### src/rtl/fpt_pkg.sv
// Shared constants, tables and control structs of the flow pulse totalizer.
package fpt_pkg;

  localparam int COUNT_W = 64;    // pulse counter width
  localparam int VOL_W   = 64;    // volume and rate result width
  localparam int CAL_W   = 32;    // calibration factor width
  localparam int NUM_W   = 104;   // dividend width (largest product is 64 x 40 bits)
  localparam int DEN_W   = 76;    // divisor width (48-bit (dt-1)*cal product x 28-bit ratio)
  localparam int MB_W    = 40;    // multiplier operand shifted out one bit a cycle
  localparam int DCNT_W  = 7;     // divider step counter, holds NUM_W

  // Operation codes
  localparam logic [1:0] OP_ADD       = 2'd0;
  localparam logic [1:0] OP_CAPTURE   = 2'd1;
  localparam logic [1:0] OP_CLR_ACC   = 2'd2;
  localparam logic [1:0] OP_CLR_TRIP  = 2'd3;

  // Configuration register indexes
  localparam logic [1:0] REG_CAL      = 2'd0;
  localparam logic [1:0] REG_VUNIT    = 2'd1;
  localparam logic [1:0] REG_TUNIT    = 2'd2;

  localparam logic [CAL_W-1:0] CAL_RST   = 32'd1000;
  localparam logic [2:0]       VUNIT_RST = 3'd4;
  localparam logic [1:0]       TUNIT_RST = 2'd0;

  // Multiplier operand selects
  localparam logic [2:0] MS_DV = 3'd0;  // cal * num -> volume divisor
  localparam logic [2:0] MS_NA = 3'd1;  // accumulated * 10^6*den
  localparam logic [2:0] MS_NT = 3'd2;  // trip * 10^6*den
  localparam logic [2:0] MS_T  = 3'd3;  // (dt-1) * cal
  localparam logic [2:0] MS_DR = 3'd4;  // (dt-1)*cal product * num -> rate divisor
  localparam logic [2:0] MS_NR = 3'd5;  // dp*ticks*secs * 10^6*den

  // Divider destination selects
  localparam logic [1:0] DS_A = 2'd0;
  localparam logic [1:0] DS_T = 2'd1;
  localparam logic [1:0] DS_R = 2'd2;

  typedef struct packed {
    logic       take;      // input transaction accepted this cycle
    logic       apply;
    logic       mul_go;
    logic [2:0] msel;
    logic       div_go;
    logic [1:0] dsel;
    logic       out_load;
  } cmd_t;

  typedef struct packed {
    logic mul_done;
    logic div_done;
    logic rate_calc;   // accepted capture with a usable window
    logic out_free;
  } stat_t;

  // Liters per unit, numerator
  function automatic logic [27:0] unit_num(input logic [2:0] vu);
    logic [27:0] r;
    case (vu)
      3'd1:    r = 28'd158987304;
      3'd2:    r = 28'd378541;
      3'd5:    r = 28'd1000;
      default: r = 28'd1;
    endcase
    return r;
  endfunction

  // 10^6 times the liters-per-unit denominator
  function automatic logic [MB_W-1:0] unit_den_k(input logic [2:0] vu);
    logic [MB_W-1:0] r;
    case (vu)
      3'd1:    r = 40'd1000000000000;
      3'd2:    r = 40'd100000000000;
      default: r = 40'd1000000;
    endcase
    return r;
  endfunction

  // Tick rate times seconds per time unit (32768 Hz tick)
  function automatic logic [31:0] tick_secs(input logic [1:0] tu);
    logic [31:0] r;
    case (tu)
      2'd1:    r = 32'd1966080;
      2'd2:    r = 32'd117964800;
      2'd3:    r = 32'd2831155200;
      default: r = 32'd32768;
    endcase
    return r;
  endfunction

endpackage

### src/rtl/fpt_mul.sv
// Shift-add multiplier, one multiplier bit per cycle, stops when the bits run out.
module fpt_mul (
  input  logic                        clk,
  input  logic                        rst_n,
  input  logic                        go,
  input  logic [63:0]                 a,
  input  logic [fpt_pkg::MB_W-1:0]    b,
  output logic                        done,
  output logic [fpt_pkg::NUM_W-1:0]   p
);

  logic                       busy_r, busy_nxt;
  logic [fpt_pkg::NUM_W-1:0]  a_r, a_nxt;
  logic [fpt_pkg::MB_W-1:0]   b_r, b_nxt;
  logic [fpt_pkg::NUM_W-1:0]  p_r, p_nxt;

  assign done = busy_r && (b_r == '0);
  assign p    = p_r;

  always_comb begin
    busy_nxt = busy_r;
    a_nxt    = a_r;
    b_nxt    = b_r;
    p_nxt    = p_r;
    if (!busy_r) begin
      if (go) begin
        busy_nxt = 1'b1;
        a_nxt    = {{(fpt_pkg::NUM_W-64){1'b0}}, a};
        b_nxt    = b;
        p_nxt    = '0;
      end
    end else if (b_r == '0) begin
      busy_nxt = 1'b0;
    end else begin
      if (b_r[0]) p_nxt = p_r + a_r;
      a_nxt = {a_r[fpt_pkg::NUM_W-2:0], 1'b0};
      b_nxt = {1'b0, b_r[fpt_pkg::MB_W-1:1]};
    end
  end

  always_ff @(posedge clk) begin
    if (!rst_n) busy_r <= 1'b0;
    else        busy_r <= busy_nxt;
    a_r <= a_nxt;
    b_r <= b_nxt;
    p_r <= p_nxt;
  end

endmodule

### src/rtl/fpt_div.sv
// Restoring divider, one quotient bit per cycle, saturating 64-bit quotient.
module fpt_div (
  input  logic                        clk,
  input  logic                        rst_n,
  input  logic                        go,
  input  logic [fpt_pkg::NUM_W-1:0]   n,
  input  logic [fpt_pkg::DEN_W-1:0]   d,
  output logic                        done,
  output logic [fpt_pkg::VOL_W-1:0]   q
);

  logic                        busy_r, busy_nxt;
  logic [fpt_pkg::DCNT_W-1:0]  cnt_r, cnt_nxt;
  logic [fpt_pkg::NUM_W-1:0]   n_r, n_nxt;
  logic [fpt_pkg::NUM_W-1:0]   q_r, q_nxt;
  logic [fpt_pkg::DEN_W-1:0]   d_r, d_nxt;
  logic [fpt_pkg::DEN_W-1:0]   rem_r, rem_nxt;
  logic [fpt_pkg::DEN_W:0]     trial;
  logic [fpt_pkg::DEN_W:0]     diff;

  assign done  = busy_r && (cnt_r == '0);
  assign trial = {rem_r, n_r[fpt_pkg::NUM_W-1]};
  assign diff  = trial - {1'b0, d_r};

  // Zero divisor or a quotient beyond 64 bits saturates
  assign q = ((d_r == '0) || (q_r[fpt_pkg::NUM_W-1:fpt_pkg::VOL_W] != '0)) ?
             {fpt_pkg::VOL_W{1'b1}} : q_r[fpt_pkg::VOL_W-1:0];

  always_comb begin
    busy_nxt = busy_r;
    cnt_nxt  = cnt_r;
    n_nxt    = n_r;
    q_nxt    = q_r;
    d_nxt    = d_r;
    rem_nxt  = rem_r;
    if (!busy_r) begin
      if (go) begin
        busy_nxt = 1'b1;
        cnt_nxt  = fpt_pkg::DCNT_W'(fpt_pkg::NUM_W);
        n_nxt    = n;
        d_nxt    = d;
        q_nxt    = '0;
        rem_nxt  = '0;
      end
    end else if (cnt_r == '0) begin
      busy_nxt = 1'b0;
    end else begin
      cnt_nxt = cnt_r - 1'b1;
      n_nxt   = {n_r[fpt_pkg::NUM_W-2:0], 1'b0};
      if (!diff[fpt_pkg::DEN_W]) begin
        rem_nxt = diff[fpt_pkg::DEN_W-1:0];
        q_nxt   = {q_r[fpt_pkg::NUM_W-2:0], 1'b1};
      end else begin
        rem_nxt = trial[fpt_pkg::DEN_W-1:0];
        q_nxt   = {q_r[fpt_pkg::NUM_W-2:0], 1'b0};
      end
    end
  end

  always_ff @(posedge clk) begin
    if (!rst_n) begin
      busy_r <= 1'b0;
      cnt_r  <= '0;
    end else begin
      busy_r <= busy_nxt;
      cnt_r  <= cnt_nxt;
    end
    n_r   <= n_nxt;
    q_r   <= q_nxt;
    d_r   <= d_nxt;
    rem_r <= rem_nxt;
  end

endmodule

### src/rtl/fpt_dp.sv
// Datapath: registers, counters, operand selection, multiplier, divider, output slot.
module fpt_dp (
  input  logic                   clk,
  input  logic                   rst_n,
  input  logic                   cfg_we,
  input  logic [1:0]             cfg_idx,
  input  logic [31:0]            cfg_wdata,
  input  logic [1:0]             in_op,
  input  logic [63:0]            in_data,
  input  fpt_pkg::cmd_t          cmd,
  output fpt_pkg::stat_t         stat,
  output logic                   out_valid,
  input  logic                   out_ready,
  output logic [199:0]           out_data
);

  logic [fpt_pkg::CAL_W-1:0]    cal_r;
  logic [2:0]                   vunit_r;
  logic [1:0]                   tunit_r;
  logic [fpt_pkg::COUNT_W-1:0]  acc_r, trip_r;
  logic [fpt_pkg::VOL_W-1:0]    rate_r;
  logic                         err_r;
  logic [1:0]                   op_r;
  logic [31:0]                  delta_r;
  logic [15:0]                  dp_r, dt_r;
  logic                         rcalc_r;
  logic [63:0]                  t_r;
  logic [fpt_pkg::DEN_W-1:0]    dv_r, dr_r;
  logic [fpt_pkg::NUM_W-1:0]    num_r;
  logic [fpt_pkg::VOL_W-1:0]    vacc_r, vtrip_r;
  logic                         oval_r;
  logic [199:0]                 odata_r;

  logic [63:0]                  ma;
  logic [fpt_pkg::MB_W-1:0]     mb;
  logic                         mdone, ddone;
  logic [fpt_pkg::NUM_W-1:0]    mp;
  logic [fpt_pkg::DEN_W-1:0]    dd;
  logic [fpt_pkg::VOL_W-1:0]    dq;
  logic [47:0]                  win_prod;

  // pulses times tick rate times seconds per time unit
  assign win_prod = dp_r * fpt_pkg::tick_secs(tunit_r);

  always_comb begin
    case (cmd.msel)
      fpt_pkg::MS_DV: begin
        ma = {32'd0, cal_r};
        mb = {12'd0, fpt_pkg::unit_num(vunit_r)};
      end
      fpt_pkg::MS_NA: begin
        ma = acc_r;
        mb = fpt_pkg::unit_den_k(vunit_r);
      end
      fpt_pkg::MS_NT: begin
        ma = trip_r;
        mb = fpt_pkg::unit_den_k(vunit_r);
      end
      fpt_pkg::MS_T: begin
        ma = {32'd0, cal_r};
        mb = {24'd0, dt_r - 16'd1};
      end
      fpt_pkg::MS_DR: begin
        ma = t_r;
        mb = {12'd0, fpt_pkg::unit_num(vunit_r)};
      end
      fpt_pkg::MS_NR: begin
        ma = {16'd0, win_prod};
        mb = fpt_pkg::unit_den_k(vunit_r);
      end
      default: begin
        ma = '0;
        mb = '0;
      end
    endcase
  end

  assign dd = (cmd.dsel == fpt_pkg::DS_R) ? dr_r : dv_r;

  fpt_mul u_mul (
    .clk   (clk),
    .rst_n (rst_n),
    .go    (cmd.mul_go),
    .a     (ma),
    .b     (mb),
    .done  (mdone),
    .p     (mp)
  );

  fpt_div u_div (
    .clk   (clk),
    .rst_n (rst_n),
    .go    (cmd.div_go),
    .n     (num_r),
    .d     (dd),
    .done  (ddone),
    .q     (dq)
  );

  assign stat.mul_done  = mdone;
  assign stat.div_done  = ddone;
  assign stat.rate_calc = rcalc_r;
  assign stat.out_free  = !oval_r || out_ready;
  assign out_valid      = oval_r;
  assign out_data       = odata_r;

  always_ff @(posedge clk) begin
    if (!rst_n) begin
      cal_r   <= fpt_pkg::CAL_RST;
      vunit_r <= fpt_pkg::VUNIT_RST;
      tunit_r <= fpt_pkg::TUNIT_RST;
      acc_r   <= '0;
      trip_r  <= '0;
      rate_r  <= '0;
      err_r   <= 1'b0;
      rcalc_r <= 1'b0;
      oval_r  <= 1'b0;
    end else begin
      if (cfg_we) begin
        case (cfg_idx)
          fpt_pkg::REG_CAL:   cal_r   <= cfg_wdata;
          fpt_pkg::REG_VUNIT: vunit_r <= cfg_wdata[2:0];
          fpt_pkg::REG_TUNIT: tunit_r <= cfg_wdata[1:0];
          default: ;
        endcase
      end
      if (cmd.apply) begin
        rcalc_r <= 1'b0;
        case (op_r)
          fpt_pkg::OP_ADD: begin
            acc_r  <= acc_r + {32'd0, delta_r};
            trip_r <= trip_r + {32'd0, delta_r};
          end
          fpt_pkg::OP_CAPTURE: begin
            if (dt_r <= 16'd1) begin
              rate_r <= '0;
              err_r  <= 1'b1;
            end else begin
              rcalc_r <= 1'b1;
            end
          end
          fpt_pkg::OP_CLR_ACC:  acc_r  <= '0;
          default:              trip_r <= '0;
        endcase
      end
      if (ddone && (cmd.dsel == fpt_pkg::DS_R)) begin
        rate_r  <= dq;
        err_r   <= 1'b0;
        rcalc_r <= 1'b0;
      end
      if (cmd.out_load)   oval_r <= 1'b1;
      else if (out_ready) oval_r <= 1'b0;
    end
  end

  // Input fields captured at acceptance; apply runs in the following cycle
  always_ff @(posedge clk) begin
    if (cmd.take) begin
      op_r    <= in_op;
      delta_r <= in_data[31:0];
      dp_r    <= in_data[47:32];
      dt_r    <= in_data[63:48];
    end
    if (mdone) begin
      case (cmd.msel)
        fpt_pkg::MS_DV: dv_r  <= mp[fpt_pkg::DEN_W-1:0];
        fpt_pkg::MS_T:  t_r   <= mp[63:0];
        fpt_pkg::MS_DR: dr_r  <= mp[fpt_pkg::DEN_W-1:0];
        default:        num_r <= mp;
      endcase
    end
    if (ddone) begin
      case (cmd.dsel)
        fpt_pkg::DS_A: vacc_r  <= dq;
        fpt_pkg::DS_T: vtrip_r <= dq;
        default: ;
      endcase
    end
    if (cmd.out_load) odata_r <= {7'd0, err_r, rate_r, vtrip_r, vacc_r};
  end

endmodule

### src/rtl/fpt_ctrl.sv
// Controller: sequences operation, multiplies and divides for one transaction.
module fpt_ctrl (
  input  logic            clk,
  input  logic            rst_n,
  input  logic            in_valid,
  output logic            in_ready,
  input  fpt_pkg::stat_t  stat,
  output fpt_pkg::cmd_t   cmd
);

  localparam logic [3:0] S_IDLE  = 4'd0;
  localparam logic [3:0] S_APPLY = 4'd1;
  localparam logic [3:0] S_MUL_T = 4'd2;
  localparam logic [3:0] S_MUL_DR = 4'd3;
  localparam logic [3:0] S_MUL_NR = 4'd4;
  localparam logic [3:0] S_DIV_R = 4'd5;
  localparam logic [3:0] S_MUL_DV = 4'd6;
  localparam logic [3:0] S_MUL_NA = 4'd7;
  localparam logic [3:0] S_DIV_A = 4'd8;
  localparam logic [3:0] S_MUL_NT = 4'd9;
  localparam logic [3:0] S_DIV_T = 4'd10;
  localparam logic [3:0] S_OUT   = 4'd11;

  logic [3:0] state_r, state_nxt;

  assign in_ready = (state_r == S_IDLE);

  always_comb begin
    state_nxt    = state_r;
    cmd          = '0;
    cmd.msel     = fpt_pkg::MS_DV;
    cmd.dsel     = fpt_pkg::DS_A;
    case (state_r)
      S_IDLE: begin
        if (in_valid) begin
          cmd.take  = 1'b1;
          state_nxt = S_APPLY;
        end
      end
      S_APPLY: begin
        cmd.apply = 1'b1;
        state_nxt = S_MUL_DV;
      end
      S_MUL_DV: begin
        // rate_calc is valid from here, in the cycle after apply
        if (stat.rate_calc) begin
          state_nxt = S_MUL_T;
        end else begin
          cmd.mul_go = 1'b1;
          if (stat.mul_done) state_nxt = S_MUL_NA;
        end
      end
      S_MUL_T: begin
        cmd.mul_go = 1'b1;
        cmd.msel   = fpt_pkg::MS_T;
        if (stat.mul_done) state_nxt = S_MUL_DR;
      end
      S_MUL_DR: begin
        cmd.mul_go = 1'b1;
        cmd.msel   = fpt_pkg::MS_DR;
        if (stat.mul_done) state_nxt = S_MUL_NR;
      end
      S_MUL_NR: begin
        cmd.mul_go = 1'b1;
        cmd.msel   = fpt_pkg::MS_NR;
        if (stat.mul_done) state_nxt = S_DIV_R;
      end
      S_DIV_R: begin
        cmd.div_go = 1'b1;
        cmd.dsel   = fpt_pkg::DS_R;
        if (stat.div_done) state_nxt = S_MUL_DV;
      end
      S_MUL_NA: begin
        cmd.mul_go = 1'b1;
        cmd.msel   = fpt_pkg::MS_NA;
        if (stat.mul_done) state_nxt = S_DIV_A;
      end
      S_DIV_A: begin
        cmd.div_go = 1'b1;
        cmd.dsel   = fpt_pkg::DS_A;
        if (stat.div_done) state_nxt = S_MUL_NT;
      end
      S_MUL_NT: begin
        cmd.mul_go = 1'b1;
        cmd.msel   = fpt_pkg::MS_NT;
        if (stat.mul_done) state_nxt = S_DIV_T;
      end
      S_DIV_T: begin
        cmd.div_go = 1'b1;
        cmd.dsel   = fpt_pkg::DS_T;
        if (stat.div_done) state_nxt = S_OUT;
      end
      S_OUT: begin
        cmd.msel = fpt_pkg::MS_NT;
        if (stat.out_free) begin
          cmd.out_load = 1'b1;
          state_nxt    = S_IDLE;
        end
      end
      default: state_nxt = S_IDLE;
    endcase
  end

  always_ff @(posedge clk) begin
    if (!rst_n) state_r <= S_IDLE;
    else        state_r <= state_nxt;
  end

endmodule

### src/rtl/flow_pulse_totalizer.sv
// Flow meter pulse totalizer: top level joining controller and datapath.
//
// Keeps wrapping 64-bit accumulated and trip pulse counters and answers every
// input transaction with one result transaction: both volumes in thousandths
// of the selected unit, the held flow rate and its error flag. A single
// shift-add multiplier forms three to six products per transaction from
// operands of up to 40 bits, and a single restoring divider retires one
// quotient bit per cycle for two or three quotients. A capture with a usable
// window adds the rate product chain and divide. The next transaction is
// taken once the current one has moved into the output register, even if
// that result still waits for out_tready. Configuration writes land at once
// and must only be issued while the block is idle.
module flow_pulse_totalizer (
  input  logic          clk,
  input  logic          rst_n,
  input  logic          cfg_we,
  input  logic [1:0]    cfg_idx,
  input  logic [31:0]   cfg_wdata,
  input  logic          in_tvalid,
  output logic          in_tready,
  input  logic [63:0]   in_tdata,   // pulse_count[31:0], capture_pulses[47:32],
                                    // capture_ticks[63:48]
  input  logic [1:0]    in_tuser,   // op[1:0]
  output logic          out_tvalid,
  input  logic          out_tready,
  output logic [199:0]  out_tdata   // accumulated_x1000[63:0], trip_x1000[127:64],
                                    // rate_x1000[191:128], rate_error[192]
);

  fpt_pkg::cmd_t  cmd;
  fpt_pkg::stat_t stat;

  // Sequence the work of one transaction
  fpt_ctrl u_ctrl (
    .clk      (clk),
    .rst_n    (rst_n),
    .in_valid (in_tvalid),
    .in_ready (in_tready),
    .stat     (stat),
    .cmd      (cmd)
  );

  // Hold state, counters and arithmetic units
  fpt_dp u_dp (
    .clk       (clk),
    .rst_n     (rst_n),
    .cfg_we    (cfg_we),
    .cfg_idx   (cfg_idx),
    .cfg_wdata (cfg_wdata),
    .in_op     (in_tuser),
    .in_data   (in_tdata),
    .cmd       (cmd),
    .stat      (stat),
    .out_valid (out_tvalid),
    .out_ready (out_tready),
    .out_data  (out_tdata)
  );

endmodule

### config.mk
export PLATFORM = sky130hd
export DESIGN_NAME = flow_pulse_totalizer
export DESIGN_NICKNAME = d
export VERILOG_FILES = /design/src/rtl/fpt_pkg.sv /design/src/rtl/fpt_mul.sv /design/src/rtl/fpt_div.sv /design/src/rtl/fpt_dp.sv /design/src/rtl/fpt_ctrl.sv /design/src/rtl/flow_pulse_totalizer.sv
export SDC_FILE = /design/constraint.sdc
export NUM_CORES = 2
export LEC_CHECK = 0
export ABC_AREA = 1
export BUFFER_PORTS_ARGS = -buffer_cell sky130_fd_sc_hd__buf_2
export CORE_ASPECT_RATIO = 0.75
export CORE_MARGIN = 1
export CORE_UTILIZATION = 35
export DETAILED_ROUTE_END_ITERATION = 12
export PLACE_DENSITY_LB_ADDON = 0.2
export SLEW_MARGIN = 40
export SYNTH_ARGS = -nofsm -noshare
export SYNTH_HDL_FRONTEND = slang
export SYNTH_SLANG_ARGS = --single-unit
### constraint.sdc
create_clock -name clk -period 16.5 [get_ports clk]
set_clock_uncertainty 0.15 [all_clocks]
set_input_delay 3.3 -clock clk [delete_from_list [all_inputs] [get_ports clk]]
set_output_delay 3.3 -clock clk [all_outputs]
set_load 0.02 [all_outputs]
Word level (Yosys, flattened, before mapping)
Index checks and enable logic that the tools add are counted.
{"block": "classes", "n_bitwise": 4, "add_sub_neg": 6, "n_eq_ne": 42, "mux": 69, "reduce_logical": 48, "multipliers": 1, "order_cmp": 1}
{"operator": "2-to-1 mux 104 bit", "n": 13}
{"operator": "2-to-1 mux 76 bit", "n": 5}
{"operator": "2-to-1 mux 64 bit", "n": 5}
{"operator": "case mux 64 bit (5 select lines)", "n": 1}
{"operator": "case mux 64 bit (2 select lines)", "n": 2}
{"operator": "adder 64 x 32 -> 64 bit", "n": 2}
{"operator": "2-to-1 mux 40 bit", "n": 3}
{"operator": "case mux 40 bit (3 select lines)", "n": 1}
{"operator": "adder 104 bit", "n": 1}
{"operator": "case mux 32 bit (3 select lines)", "n": 1}
{"operator": "case mux 28 bit (3 select lines)", "n": 1}
{"operator": "case mux 40 bit (2 select lines)", "n": 1}
{"operator": "subtractor 77 x 76 -> 77 bit", "n": 1}
{"operator": "logical NOT 76 bit", "n": 1}
{"operator": "multiplier 16 x 32 -> 48 bit", "n": 1}
{"operator": "2-to-1 mux 4 bit", "n": 12}
{"operator": "case mux 4 bit (12 select lines)", "n": 1}
{"operator": "logical NOT 40 bit", "n": 1}
{"operator": "nonzero test 40 bit", "n": 1}
{"operator": "AND reduction 2 bit", "n": 14}
{"operator": "2-to-1 mux 7 bit", "n": 3}
{"operator": "inequality test 2 x 1 -> 1 bit, second input constant", "n": 9}
{"operator": "2-to-1 mux 1 bit", "n": 17}
{"operator": "equality test 4 x 3 -> 1 bit, second input constant", "n": 4}
{"operator": "30 further kinds", "n": 70}
{"block": "word_totals", "wordCells": 202, "input_bits": 105, "out_inout_bits": 202, "reg_bits": 1560}

Depth between registers and ports, before layout
{"block": "depth", "ltp_word": 8, "ltp_mapped": 31, "ltp_nobuf": 30}

Cells and area by module
Synthesis repeated with hierarchy kept, for this count alone.
{"block": "unflattened", "hier_cells": 11159, "area_unflattened_um2": 90302.9}
{"mod": "fpt_dp", "seq_area_each_um2": 25874.8, "n_inst": 1, "cells_per_inst": 4974, "area_per_inst_um2": 46948.8}
{"mod": "fpt_div", "seq_area_each_um2": 10970.5, "n_inst": 1, "cells_per_inst": 2992, "area_per_inst_um2": 22671.7}
{"mod": "fpt_mul", "seq_area_each_um2": 7467.2, "n_inst": 1, "cells_per_inst": 3101, "area_per_inst_um2": 20216.9}
{"mod": "fpt_ctrl", "seq_area_each_um2": 80.1, "n_inst": 1, "cells_per_inst": 92, "area_per_inst_um2": 465.4}

Least setup slack after synthesis
No wires, ideal clock.
{"block": "synth_timing", "path_type": "input to register", "from": "input port out_tready", "to": "register u_dp.odata_r[0] (netlist: u_dp.out_data[0]), enable pin", "path_slack_ns": -1.020, "setup_time_ns": 0.984, "t_required_ns": 15.366, "arrival_time_ns": 16.386, "n_path_buf": 0, "cell_stages": 2, "path_cell_list": "nor2_1 > nor3_1"}
{"element": "start: declaration", "line": "flow_pulse_totalizer.sv:25", "text": "input logic out_tready,"}
{"element": "end signal: assignment", "line": "fpt_dp.sv:179", "text": "if (cmd.out_load) odata_r <= {7'd0, err_r, rate_r, vtrip_r, vacc_r};"}
{"element": "end: declaration", "line": "fpt_dp.sv:32", "text": "logic [199:0] odata_r;"}

Worst setup path after layout
{"block": "layout_timing", "from": "register u_dp.tunit_r[0]", "to": "register u_dp.u_mul.a_r[44] in the netlist's numbering (data pin)"}
{"block": "layout_between", "elab_chain_cells": 6, "elab_cells_between_ends": 8, "classes_between": "mul: 1; eq/ne: 3; mux: 4"}
{"element": "start: declaration", "line": "fpt_dp.sv:19", "text": "logic [1:0] tunit_r;"}
{"element": "start signal: assignment", "line": "fpt_dp.sv:111", "text": "tunit_r <= fpt_pkg::TUNIT_RST;"}
{"element": "start signal: assignment", "line": "fpt_dp.sv:123", "text": "fpt_pkg::REG_TUNIT: tunit_r <= cfg_wdata[1:0];"}
{"element": "equality test 2 bit / equality test 2 x 1 -> 1 bit (equally long branches)", "line": "fpt_pkg.sv:83", "text": "case (tu)"}
{"element": "case mux 32 bit (3 select lines) *", "line": "fpt_pkg.sv:83"}
{"element": "multiplier 16 x 32 -> 48 bit *", "line": "fpt_dp.sv:43", "text": "assign win_prod = dp_r * fpt_pkg::tick_secs(tunit_r);"}
{"element": "case mux 64 bit (5 select lines) *", "line": "fpt_dp.sv:46", "text": "case (cmd.msel)"}
{"element": "2-to-1 mux 104 bit *", "line": "fpt_mul.sv:26", "text": "if (go) begin"}
{"element": "2-to-1 mux 104 bit *", "line": "fpt_mul.sv:25", "text": "if (!busy_r) begin"}
{"element": "net u_dp.u_mul.a_nxt (one bit)", "line": "fpt_mul.sv:13", "text": "logic [fpt_pkg::NUM_W-1:0] a_r, a_nxt;"}
{"element": "end signal: assignment", "line": "fpt_mul.sv:44", "text": "a_r <= a_nxt;"}
{"element": "end: declaration", "line": "fpt_mul.sv:13"}
The timed path passes the listed nets; every way through them passes the cells marked *. The select of a mux whose other input is x is not followed.
A chain may end at the register's enable or synchronous reset.

==> metrics.yaml <==
cts:
  cts_tree: "done"
  ctsHoldBuffers: 0
  post_cts.repair.setup_buffers: 0
  cts.clk_slew.worst_paths_ns: 0.06
  cts_sinks: 1560
  insertion_delay_ns: 0.88
  numCtsBuffers: 175
  cts-htree-levels: 4
  cts.path.max_buffers: 4
  ctsRootBufferMaster: "clkbuf_16"
  cts_resized: 0
routing:
  num_vias: 69900
  routed_wl_mm: 304
  drc_errors: 0
  drtPass1Iterations: 5
  drt_iter0_drc: 7024
  vias_per_cell: 5.06
  wire_per_inst_um: 22.0
  ant_nets: 0
synth:
  avgSynthCellArea_um2: 8.56
  synth-main-ff-cell: "edfxtp_1"
  ys_ff_latch: 1560
  ys_async_sr_fraction: 0
  ys_types: 61
  yosysWarnings: 0
  synth-seq-area-share: 0.514
  netlist_area_um2: 86300
  synthCells: 10100
  synth_edf_count: 1315
pwr:
  total_power_mw: 15.2
  power.leakage_nw: 41.2
  peakVddDrop_v: 0.000216
  pwr_density_cell_nw_per_um2: 156
sta:
  setup_viol: 0
  tightest_slew_ns: 0.991
  holdWs_ns: 0.220
  rsz0062_at_grt: "false"
  tns_ns: 0
  finalMaxSlewViolations: 0
  slew_headroom: 0.335
  period_needed_ns: 7.07
  max_clock_freq_ghz: 0.141
  min_period_over_period: 0.428
  hold_violations: 0
die:
  core_um2: 245000
  die-area_um2: 249000
  die_h_um: 432
  initial_utilization: 0.353
  die_w_um: 576
  boundaryPins: 307
  rows: 157
critical_path:
  worstPathRequired_ns: 16.90
  crit_fanout: 16
  start_kind: "register"
  worstPathArrival_ns: 7.47
  r2r_end: "u_dp.u_mul.a_r[44]"
  ff2ff_path_depth: 25
  path_class: "reg2reg"
  rrSetupSlack_ns: 9.43
  worst_setup_path_end_kind: "register"
  r2r_start: "u_dp.tunit_r[0]"
global_routing:
  grt_usage: 0.240
  grt_pass1_wl_mm: 444
  antenna_found_initial: 32
  grt_start_max_net_pins: 125
  overflow: 0
  grt_pass1_vias: 66900
layout:
  final_common_cell: "nand2_1"
  final_nets: 11100
  area_growth_pct: 12.9
  drive_gt1_frac: 0.0706
  layout_common_cells: "nand2_1 (2,844), inv_1 (1,589), edfxtp_1 (1,315), nor2_1 (1,116), a21oi_1 (730)"
  design_area_um2: 97500
placement:
  gp_congestion: 1.01
  dpl.hpwl_mm: 236
  io_buffers: 299
  place_area_um2: 91800
worst_hold_path:
  holdCritStartpoint: "u_dp.vtrip_r[46]"
  hold_end: "u_dp.out_data[110]"
  whs_path_depth: 0
  hold_path.class: "reg2reg"
outcome:
  outcome: "completed"
run:
  drv_cap: 0
[worst max-delay path by stage]
stage                     slack, ns  cells after the start             from                 end
after floorplan                4.97                      2       out_tready    u_dp.out_data[0]
after global placement         9.28                     23  u_dp.tunit_r[0]  u_dp.u_mul.a_r[46]
after detailed placement       9.37                     23  u_dp.tunit_r[0]  u_dp.u_mul.a_r[46]
after CTS                      9.37                     23  u_dp.tunit_r[0]  u_dp.u_mul.a_r[46]
after global routing           8.89                     23  u_dp.tunit_r[0]  u_dp.u_mul.a_r[46]
final                          9.43                     25  u_dp.tunit_r[0]  u_dp.u_mul.a_r[44]
[worst max-delay path, stage by stage (launching register included)]
cell     delay (ns)
dfxtp_1        0.36
ha_1           0.67
nand2_1        0.40
fa_1           0.57
fa_1           0.51
inv_1          0.06
fa_1           0.50
inv_1          0.05
fa_1           0.47
inv_1          0.05
fa_1           0.54
inv_1          0.06
fa_1           0.52
inv_1          0.04
ha_1           0.34
nand2_1        0.10
nor2_1         0.22
inv_1          0.06
o21ai_0        0.42
nand2_1        0.21
inv_1          0.12
nand2_1        0.07
nand2_1        0.06
nand2_1        0.04
nand3_1        0.09
a21oi_1        0.10
[through the flow]
| step | worst slack (ns) | util | cells |
|---|---|---|---|
| after global placement | 9.28 | 0.374 | 13500 |
| after global routing | 8.89 | 0.399 | 13800 |
| after CTS | 9.37 | 0.399 | 13800 |
| after detailed placement | 9.37 | 0.375 | 13500 |
| after floorplan | 4.97 | - | 10100 |
| final | 9.43 | 0.399 | 13800 |
[power by group]
| group | internal, mW | switching, mW | leakage (nW) | total, mW |
|---|---|---|---|---|
| clock | 2.28 | 1.68 | 2.79 | 3.96 |
| combinational | 1.35 | 4.04 | 24.7 | 5.39 |
| sequential | 5.13 | 0.755 | 13.7 | 5.88 |
[per-layer routing]
layer | vias up | wire, um | GRT usage
li1 | 33600 | - | -
met4 | 4 | 5560 | 0.0436
met1 | 33700 | 148000 | 0.367
met3 | 326 | 25900 | 0.0509
met2 | 2315 | 125000 | 0.348
met5 | - | 29 | 0
[cell usage after synthesis (18+ instances only)]
cell type	n	share of area
a21oi_1	730	0.042
nand2_1	2845	0.12
a31oi_1	18	0.0013
ha_1	387	0.056
nor2_1	1124	0.049
nand3_1	369	0.021
o21ai_1	37	0.0021
nor3_1	102	0.0059
dfxtp_1	245	0.057
xor2_1	53	0.0054
fa_1	148	0.034
o21a_1	24	0.0021
clkbuf_1	181	0.0079
inv_2	18	0.00078
a221oi_1	58	0.0059
o21bai_1	43	0.0037
edfxtp_1	1315	0.46
inv_1	1593	0.069
nand4_1	77	0.0056
nand3b_1	38	0.0033
nor4_1	44	0.0032
o21ai_0	444	0.026
[layout make-up]
class / instances / area [um2]
antenna: 5 / 12.5
clock buffer: 215 / 4730
clock inverter: 99 / 978
fill: 24700 / 147000
inverter: 1616 / 6080
multi-input combinational: 6692 / 35100
sequential: 1560 / 44400
tap: 3259 / 4080
timing repair buffer: 374 / 2160
[logic make-up (layout without fill, tap and decap cells)]
group	Yosys count	count (layout)	share of synthesized area
compound gates	1420	1420	0.0891
buf+inv	1846	2304	0.0820
flops	1560	1560	0.514
other cells	1	12	0.0000434
fa+ha+maj	535	535	0.0904
xor+xnor	61	61	0.00619
simple gates	4669	4669	0.218
[registers in the layout (all words and copies together), names as in the netlist, 76 cells and up]
signal,count
u_dp.dr_r,76
u_dp.dv_r,76
u_dp.num_r,104
u_dp.out_data,193
u_dp.u_div.d_r,76
u_dp.u_div.n_r,104
u_dp.u_div.q_r,104
u_dp.u_div.rem_r,76
u_dp.u_mul.a_r,104
u_dp.u_mul.p,104
No activity file was read; power rests on OpenSTA's default activity.
